===== config.mk =====
export PLATFORM = sky130hd
export DESIGN_NAME = interrupt_status_mask_unit
export DESIGN_NICKNAME = d
export VERILOG_FILES = /design/src/ism_pkg.sv /design/src/ism_first_pend.sv /design/src/ism_gen_file.sv /design/src/interrupt_status_mask_unit.sv
export SDC_FILE = /design/constraint.sdc
export NUM_CORES = 2
export LEC_CHECK = 0
export BUFFER_PORTS_ARGS = -buffer_cell sky130_fd_sc_hd__buf_2
export CORE_MARGIN = 2
export CORE_UTILIZATION = 40
export CTS_CLUSTER_SIZE = 24
export DETAILED_ROUTE_END_ITERATION = 10
export PLACE_DENSITY = 0.59
export SYNTH_ARGS = -nofsm -noshare
export SYNTH_HDL_FRONTEND = slang
export SYNTH_SLANG_ARGS = --single-unit

===== constraint.sdc =====
create_clock -name clk -period 4.6 [get_ports clk]
set_input_delay 0.69 -clock clk [delete_from_list [all_inputs] [get_ports clk]]
set_output_delay 0.69 -clock clk [all_outputs]
set_load 0.01 [all_outputs]

===== src/ism_pkg.sv =====
// Shared types and constants of the interrupt status and mask unit.
package ism_pkg;

  localparam int WORD_W    = 24;
  localparam int SRC_W     = 48;
  localparam int ADDR_W    = 7;
  localparam int SRC_IDX_W = 6;
  localparam int GEN_DEPTH = 64;
  localparam int GEN_IDX_W = 6;
  localparam int GRP_W     = 8;
  localparam int GRP_N     = SRC_W / GRP_W;
  localparam int GRP_IDX_W = 3;

  typedef enum logic [1:0] {
    CMD_READ  = 2'd0,
    CMD_WRITE = 2'd1,
    CMD_RAISE = 2'd2,
    CMD_NOP   = 2'd3
  } cmd_t;

  typedef struct packed {
    logic [1:0]           command;
    logic [ADDR_W-1:0]    reg_address;
    logic [WORD_W-1:0]    write_data;
    logic [SRC_IDX_W-1:0] source_index;
  } in_item_t;

  typedef struct packed {
    logic [WORD_W-1:0]    read_data;
    logic                 addr_error;
    logic                 irq_out;
    logic                 pending_found;
    logic [SRC_IDX_W-1:0] first_pending;
    logic                 source_masked;
    logic                 source_status;
  } out_item_t;

  typedef struct packed {
    logic                 en;
    logic [GEN_IDX_W-1:0] idx;
    logic [WORD_W-1:0]    data;
  } gen_wr_t;

endpackage


===== src/ism_first_pend.sv =====
// Priority encoder that finds the lowest pending unmasked interrupt source.
module ism_first_pend (
  input  logic [ism_pkg::SRC_W-1:0]     pend,
  output logic                          found,
  output logic [ism_pkg::SRC_IDX_W-1:0] first
);
  import ism_pkg::*;

  logic [GRP_N-1:0]     grp_any;
  logic [GRP_IDX_W-1:0] grp_idx [GRP_N];

  // First level: eight sources per group, all groups side by side.
  always_comb begin
    for (int g = 0; g < GRP_N; g++) begin
      grp_any[g] = |pend[g*GRP_W +: GRP_W];
      grp_idx[g] = '0;
      for (int b = GRP_W - 1; b >= 0; b--) begin
        if (pend[g*GRP_W + b]) begin
          grp_idx[g] = GRP_IDX_W'(b);
        end
      end
    end
  end

  // Second level: the lowest group with a pending source wins.
  always_comb begin
    found = 1'b0;
    first = '0;
    for (int g = GRP_N - 1; g >= 0; g--) begin
      if (grp_any[g]) begin
        found = 1'b1;
        first = {(SRC_IDX_W - GRP_IDX_W)'(g), grp_idx[g]};
      end
    end
  end

endmodule


===== src/ism_gen_file.sv =====
// General register file: a 64-entry memory with per-entry valid bits and write bypass.
module ism_gen_file (
  input  logic                          clk,
  input  logic                          rst_n,
  input  logic [ism_pkg::GEN_IDX_W-1:0] rd_idx,
  input  ism_pkg::gen_wr_t              wr,
  output logic [ism_pkg::WORD_W-1:0]    rd_data
);
  import ism_pkg::*;

  logic [WORD_W-1:0]    mem_r [GEN_DEPTH];
  logic [WORD_W-1:0]    rdata_r;
  logic [GEN_DEPTH-1:0] vld_r;
  logic                 vld_rd_r;
  logic                 hit_r;
  logic [WORD_W-1:0]    hdata_r;

  always_ff @(posedge clk) begin
    if (wr.en) begin
      mem_r[wr.idx] <= wr.data;
    end
    rdata_r <= mem_r[rd_idx];
    hdata_r <= wr.data;
  end

  // An entry never written since reset reads as zero.
  always_ff @(posedge clk) begin
    if (!rst_n) begin
      vld_r    <= '0;
      vld_rd_r <= 1'b0;
      hit_r    <= 1'b0;
    end else begin
      if (wr.en) begin
        vld_r[wr.idx] <= 1'b1;
      end
      vld_rd_r <= vld_r[rd_idx];
      hit_r    <= wr.en && (wr.idx == rd_idx);
    end
  end

  // A write in the same cycle as the read takes precedence over the stale memory word.
  assign rd_data = hit_r ? hdata_r : (vld_rd_r ? rdata_r : '0);

endmodule


===== src/interrupt_status_mask_unit.sv =====
// Top level of the interrupt status and mask unit.
//
// Usage: a command is transferred in when start is high and busy is low.
// busy never rises, so one command may be transferred on every clock cycle.
// A command is a register read, a register write or an event raised on one
// interrupt source. Every command produces exactly one result, shown on
// out_data for a single cycle while out_valid is high.
// A transferred command is held in the input register, processed in the
// following cycle, and its result is then registered, so out_valid is high
// in the cycle after that. Throughput is one command per cycle; the
// registered read of the general register memory is what sets the input
// register stage.
// The receiver cannot stall: each result must be taken in the cycle it is
// shown. Every result reflects the state after its own command took effect.
// Reset (rst_n low, synchronous) clears all status bits, masks every source,
// and makes every general register read as zero until written. No clearing
// pass is needed, so the unit accepts commands right after reset.
module interrupt_status_mask_unit #(
  parameter int NUM_SOURCES      = 48,
  parameter int MAX_REG          = 63,
  parameter int STATUS_LOW_ADDR  = 0,
  parameter int MASK_LOW_ADDR    = 1,
  parameter int STATUS_HIGH_ADDR = 3,
  parameter int MASK_HIGH_ADDR   = 4
) (
  input  logic               clk,
  input  logic               rst_n,
  input  logic               start,
  output logic               busy,
  input  ism_pkg::in_item_t  in_data,
  output logic               out_valid,
  output ism_pkg::out_item_t out_data
);
  import ism_pkg::*;

  localparam logic [ADDR_W-1:0] SL_ADDR = ADDR_W'(STATUS_LOW_ADDR);
  localparam logic [ADDR_W-1:0] ML_ADDR = ADDR_W'(MASK_LOW_ADDR);
  localparam logic [ADDR_W-1:0] SH_ADDR = ADDR_W'(STATUS_HIGH_ADDR);
  localparam logic [ADDR_W-1:0] MH_ADDR = ADDR_W'(MASK_HIGH_ADDR);
  localparam logic [ADDR_W-1:0] MAX_ADDR = ADDR_W'(MAX_REG);
  localparam logic [SRC_IDX_W-1:0] SRC_LIMIT = SRC_IDX_W'(NUM_SOURCES);
  // Sources at or above NUM_SOURCES never become pending.
  localparam logic [SRC_W-1:0] SRC_VALID =
    SRC_W'(((SRC_W + 1)'(1) << NUM_SOURCES) - (SRC_W + 1)'(1));

  logic       accept;
  logic       s1_vld_r;
  in_item_t   s1_item_r;
  logic       out_valid_r;
  out_item_t  out_data_r;
  out_item_t  out_data_nxt;

  logic [SRC_W-1:0] status_r;
  logic [SRC_W-1:0] status_nxt;
  logic [SRC_W-1:0] mask_r;
  logic [SRC_W-1:0] mask_nxt;
  logic [SRC_W-1:0] pend;
  logic [SRC_W-1:0] status_sh;
  logic [SRC_W-1:0] mask_sh;

  logic                 is_rw;
  logic                 addr_err;
  logic                 src_ok;
  logic [WORD_W-1:0]    rd_word;
  logic [WORD_W-1:0]    gen_rd_data;
  gen_wr_t              gen_wr;
  logic                 pend_found;
  logic [SRC_IDX_W-1:0] pend_first;

  assign busy   = 1'b0;
  assign accept = start && !busy;

  // Input register stage.
  always_ff @(posedge clk) begin
    if (!rst_n) begin
      s1_vld_r <= 1'b0;
    end else begin
      s1_vld_r <= accept;
    end
  end

  always_ff @(posedge clk) begin
    if (accept) begin
      s1_item_r <= in_data;
    end
  end

  // The general register file is read while the command enters the input register.
  ism_gen_file u_gen_file (
    .clk     (clk),
    .rst_n   (rst_n),
    .rd_idx  (in_data.reg_address[GEN_IDX_W-1:0]),
    .wr      (gen_wr),
    .rd_data (gen_rd_data)
  );

  assign is_rw    = (s1_item_r.command == CMD_READ) || (s1_item_r.command == CMD_WRITE);
  assign addr_err = is_rw && (s1_item_r.reg_address > MAX_ADDR);
  assign src_ok   = s1_item_r.source_index < SRC_LIMIT;

  // Command decode. Aliased word addresses resolve in the order status low,
  // mask low, status high, mask high; anything else is a general register.
  always_comb begin
    status_nxt = status_r;
    mask_nxt   = mask_r;
    rd_word    = '0;
    gen_wr.en   = 1'b0;
    gen_wr.idx  = s1_item_r.reg_address[GEN_IDX_W-1:0];
    gen_wr.data = s1_item_r.write_data;
    if (s1_vld_r) begin
      if (is_rw && !addr_err) begin
        priority if (s1_item_r.reg_address == SL_ADDR) begin
          rd_word    = status_r[WORD_W-1:0];
          status_nxt = status_r & ~{{(SRC_W - WORD_W){1'b0}}, s1_item_r.write_data};
        end else if (s1_item_r.reg_address == ML_ADDR) begin
          rd_word  = mask_r[WORD_W-1:0];
          mask_nxt = {mask_r[SRC_W-1:WORD_W], s1_item_r.write_data};
        end else if (s1_item_r.reg_address == SH_ADDR) begin
          rd_word    = status_r[SRC_W-1:WORD_W];
          status_nxt = status_r & ~{s1_item_r.write_data, {WORD_W{1'b0}}};
        end else if (s1_item_r.reg_address == MH_ADDR) begin
          rd_word  = mask_r[SRC_W-1:WORD_W];
          mask_nxt = {s1_item_r.write_data, mask_r[WORD_W-1:0]};
        end else begin
          rd_word   = gen_rd_data;
          gen_wr.en = (s1_item_r.command == CMD_WRITE);
        end
        // Register state only changes on writes.
        if (s1_item_r.command == CMD_READ) begin
          status_nxt = status_r;
          mask_nxt   = mask_r;
        end else begin
          rd_word = '0;
        end
      end else if ((s1_item_r.command == CMD_RAISE) && src_ok) begin
        status_nxt = status_r | (SRC_W'(1) << s1_item_r.source_index);
      end
    end
  end

  always_ff @(posedge clk) begin
    if (!rst_n) begin
      status_r <= '0;
      mask_r   <= '1;
    end else begin
      status_r <= status_nxt;
      mask_r   <= mask_nxt;
    end
  end

  assign pend      = status_nxt & ~mask_nxt & SRC_VALID;
  assign status_sh = status_nxt >> s1_item_r.source_index;
  assign mask_sh   = mask_nxt >> s1_item_r.source_index;

  ism_first_pend u_first_pend (
    .pend  (pend),
    .found (pend_found),
    .first (pend_first)
  );

  always_comb begin
    out_data_nxt.read_data     = rd_word;
    out_data_nxt.addr_error    = addr_err;
    out_data_nxt.irq_out       = |pend;
    out_data_nxt.pending_found = pend_found;
    out_data_nxt.first_pending = pend_first;
    out_data_nxt.source_masked = src_ok && mask_sh[0];
    out_data_nxt.source_status = src_ok && status_sh[0];
  end

  // Result register: every processed command is strobed out for one cycle.
  always_ff @(posedge clk) begin
    if (!rst_n) begin
      out_valid_r <= 1'b0;
    end else begin
      out_valid_r <= s1_vld_r;
    end
  end

  always_ff @(posedge clk) begin
    if (s1_vld_r) begin
      out_data_r <= out_data_nxt;
    end
  end

  assign out_valid = out_valid_r;
  assign out_data  = out_data_r;

`ifndef SYNTHESIS
  a_result_follows_transfer: assert property (@(posedge clk) disable iff (!rst_n)
    out_valid_r |-> $past(accept, 2))
    else $error("result strobe without a transfer two cycles earlier");

  a_irq_matches_found: assert property (@(posedge clk) disable iff (!rst_n)
    out_valid_r |-> (out_data_r.irq_out == out_data_r.pending_found))
    else $error("irq line disagrees with the pending search");

  a_first_in_range: assert property (@(posedge clk) disable iff (!rst_n)
    (out_valid_r && out_data_r.pending_found) |-> (out_data_r.first_pending < SRC_LIMIT))
    else $error("reported pending source beyond the source count");

  a_error_reads_zero: assert property (@(posedge clk) disable iff (!rst_n)
    (out_valid_r && out_data_r.addr_error) |-> (out_data_r.read_data == '0))
    else $error("out-of-range access returned data");

  a_reset_masks_all: assert property (@(posedge clk) disable iff (!rst_n)
    $past(!rst_n) |-> ((mask_r == '1) && (status_r == '0)))
    else $error("status or mask not at reset value after reset");
`endif

endmodule


==> summary.md <==
| Metric | Value |
|---|---|
| Run status | `complete, no violations` |
| CTS Buf Count | `182` |
| Netlist cell types | `77` |
| Vias in the first global route | `36600` |
| R2R Setup Slk | `0.39 ns` |
| Drt wl/cell | `31.0 um` |
| Crit path launch | `s1_item_r[36]$_DFFE_PP_` |
| Pwr Density | `423 nW/um2` |
| Max_cap viols | `0` |
| Main synth FF type | `edfxtp_1` |
| H-tree depth | `4` |
| Rows | `154` |
| Initial Util | `0.403` |
| Capture point of the critical path | `out_data[2]$_DFFE_PP_` |
| Max-slew violations | `0` |
| Gr usage total | `0.215` |
| Gate power share | `0.056` |
| WP data required | `5.14 ns` |
| Hold Path Class | `input port to register` |
| Clock power share | `0.416` |
| Crit path buf inv count | `1` |
| Sequential share of the synthesized area | `0.739` |
| CTS sink cnt | `1822` |
| Die Ht | `426 um` |
| Post-Layout Cell Count | `6290` |
| CP Class | `register to register` |
| Multi-input gate area | `18500 um2` |
| Ports | `79` |
| Layout cells sized above 1 | `0.291` |
| Placeable core region | `176000 um2` |
| First-pass GRT wire length | `277000 um` |
| Via count | `36800` |
| Synth Register Bits | `1822` |
| Leading cell type in the layout, fill and taps excluded | `edfxtp_1` |
| Fill cells | `14700` |
| Cell depth of the worst setup path | `9` |
| Crit path time final | `4.21 ns` |
| Sequential Area | `52600 um2` |
| GR Overflow Total | `0` |
| Reg clk slew, reported paths | `0.06 ns` |
| DRT iter0 DRCs | `4783` |
| Port-buffer cells | `77` |
| Worst path max stage delay | `0.63 ns` |
| R2r endpoint | `out_data[2]$_DFFE_PP_` |
| Critical-path cell list | `or4_4 -> buf_4 -> o41ai_1 -> a221oi_1 -> a21oi_1 -> nand4_1 -> a311o_1 -> a2111oi_1 -> nor3_1` |
| Cells after Synth | `3446` |
| Gp weighted congestion | `0.914` |
| Placed instance count | `5927` |
| Worst VDD drop | `0.330 mV` |
| Leak Pwr | `26.1 nW` |
| Maximum buffer depth of the clock tree | `3` |
| Clock latency on the worst-skew pair | `0.85 ns` |
| Cell Int Power | `27.0 mW` |
| Fin nets | `3834` |
| CP delay by family, top | `compound AO/OA/AOI/OAI gates` |
| Post-CTS setup buffer count | `0` |
| RSZ-0062 raised after global routing | `no` |
| DR pass1 iterations | `10` |
| Critical path peak fanout | `16` |
| Sequential power share | `0.528` |
| Sw frac | `0.225` |
| Worst-Margin Slew | `1.22 ns` |
| Setup-failing EPs final | `0` |
| Initial antenna violation count | `11` |
| Final WL | `195000 um` |
| # DRC | `0` |
| Most frequent cells in the layout | `edfxtp_1 (1610), mux4_2 (548), dfxtp_1 (211)` |
| WP data arrival | `4.76 ns` |
| Ys async rst share | `0` |
| Die X | `426 um` |
| Sum Neg Setup Slack | `0 ns` |
| Sw Pwr | `7.84 mW` |
| Worst reg2reg path depth | `9` |
| Hpwl dp | `116000 um` |
| Post-synth EDFFs | `1610` |
| CP endpoint kind | `register` |
| Layout area overhead | `15.6%` |
| Cell Area, Synth | `71200 um2` |
| R2R Path Start | `s1_item_r[36]$_DFFE_PP_` |
| Warnings, synthesis | `0` |
| CTS tree | `done` |
| Via/cell ratio | `5.86` |
| Largest net degree at the start of global routing | `70` |
| Syn avg cell area | `20.7 um2` |
| HP Start | `in_data[37]` |
| Die Area | `181000 um2` |
| Startpoint types | `register` |
| Root buf cell | `clkbuf_16` |
| Tcrit/Tclk final | `0.916` |
| Slew Limit Headroom | `0.187` |
| Max Clk Rate | `0.237 GHz` |
| Clk_skew | `0.0559 ns` |
| Post-DRT Antenna Nets | `0` |
| Slowest-stage cell, CP | `or4_4` |
| Final-report hold violation count | `0` |
| PostCTS Resize Cnt | `0` |
==> layout make-up <==
type | instances | share of cell area
diodes | 6 | 0.000182
clock buffers | 253 | 0.0600
clock inverters | 83 | 0.0109
inverters | 23 | 0.00105
multi-input cells | 1480 | 0.225
flip-flops and latches | 1822 | 0.639
well taps | 2340 | 0.0356
repair buffers | 283 | 0.0282
==> cell usage after synthesis (all sizes together), types with 4 or more instances <==
library cell	number	share of area
edfxtp	1610	0.68
mux4	548	0.17
dfxtp	212	0.060
nor2	183	0.0097
clkbuf	159	0.0084
nand2	89	0.0047
mux2i	64	0.0090
buf	58	0.0037
a211oi	57	0.0060
a21oi	45	0.0032
and2	45	0.0040
a31oi	39	0.0034
nor3	35	0.0026
a222oi	23	0.0032
inv	23	0.0012
o21a	23	0.0024
nand3	16	0.0011
o21ai	15	0.0011
nand4	14	0.0012
a32oi	13	0.0016
a221oi	12	0.0015
o41a	12	0.0019
a21boi	9	0.00095
nor2b	9	0.00079
a22oi	8	0.00084
a32o	8	0.0011
nand2b	7	0.00062
nor3b	7	0.00074
o41ai	7	0.00086
mux2	6	0.00095
nand3b	6	0.00063
or2	6	0.00053
a221o	5	0.00070
nor4	5	0.00095
xor2	5	0.00062
a211o	4	0.00049
and3b	4	0.00049
o211ai	4	0.00042
o221ai	4	0.00049
or3	4	0.00035
==> how the worst min path moves through the flow <==
stage                                       endpoint  slack (ns)  cells past startpoint
floorplan           u_gen_file.vld_r[3]$_SDFFE_PN0P_        0.42                      1
global placement    u_gen_file.vld_r[0]$_SDFFE_PN0P_        0.44                      1
detailed placement  u_gen_file.vld_r[1]$_SDFFE_PN0P_        0.44                      1
CTS                          s1_item_r[37]$_DFFE_PP_       0.003                      1
global route                 s1_item_r[38]$_DFFE_PP_        0.02                      1
finish                       s1_item_r[37]$_DFFE_PP_        0.05                      1
==> registers in the layout, summed over array words and instances (netlist names) <==
| name | cells |
|---|---|
| gen_wr | 30 |
| mask_r | 48 |
| out_data | 35 |
| out_valid | 1 |
| s1_item_r | 9 |
| s1_vld_r | 1 |
| status_r | 48 |
| u_gen_file.hdata_r | 24 |
| u_gen_file.hit_r | 1 |
| u_gen_file.mem_r | 1536 |
| u_gen_file.rdata_r | 24 |
| u_gen_file.vld_r | 64 |
| u_gen_file.vld_rd_r | 1 |
==> logic make-up (layout without fill, tap and decap cells) <==
kind of cell / Yosys count / after routing / share of synthesized area
AND/OR/NAND/NOR: 441 / 441 / 0.0298
AO/OA/AOI/OAI: 318 / 318 / 0.0340
XOR/XNOR: 6 / 6 / 0.000738
flip-flops: 1822 / 1822 / 0.739
other: 1 / 103 / 0.0000527
multiplexers: 618 / 618 / 0.183
buffers and inverters: 240 / 642 / 0.0133
==> worst reg2reg max path, stage by stage, from the launching register on <==
cell	delay (ns)
edfxtp_1	0.50
or4_4	0.63
buf_4	0.29
o41ai_1	0.56
a221oi_1	0.22
a21oi_1	0.37
nand4_1	0.37
a311o_1	0.46
a2111oi_1	0.40
nor3_1	0.11
==> metal layers <==
metal,track usage,vias to the layer above,share of wire
li1,-,15100,-
met1,0.306,19800,0.42
met3,0.0354,310,0.074
met5,0.00397,-,0.00060
met2,0.340,1578,0.48
met4,0.0683,4,0.030
==> repair_timing <==
item / in CTS / in global routing
hold buffers: 21 / 0
endpoints found under the hold margin: 21 / 0
setup endpoints to repair: 0 / 0
==> per-stage QoR <==
| stage | setup WS, ns | cell area, um2 | total power, mW | hold slack [ns] | util |
|---|---|---|---|---|---|
| after floorplan | 0.664 | 71500 | 19.8 | 0.424 | - |
| after global placement | 0.533 | 76200 | 20.7 | 0.441 | 0.432 |
| after detailed placement | 0.522 | 76200 | 20.7 | 0.444 | 0.432 |
| after CTS | 0.452 | 82300 | 35.1 | 0.00271 | 0.466 |
| after global routing | 0.190 | 82300 | 35.8 | 0.0250 | 0.466 |
| final | 0.386 | 82300 | 34.8 | 0.0529 | 0.466 |
==> power by group through the flow <==
stage | registers, mW | logic, mW | clock network, mW
after floorplan | 18.8 | 0.925 | 0
after global placement | 18.7 | 1.92 | 0
after detailed placement | 18.7 | 1.94 | 0
after CTS | 18.4 | 1.96 | 14.7
after global routing | 18.4 | 2.04 | 15.4
final | 18.4 | 1.95 | 14.5
Note: power is estimated with default switching activity, not from simulation.
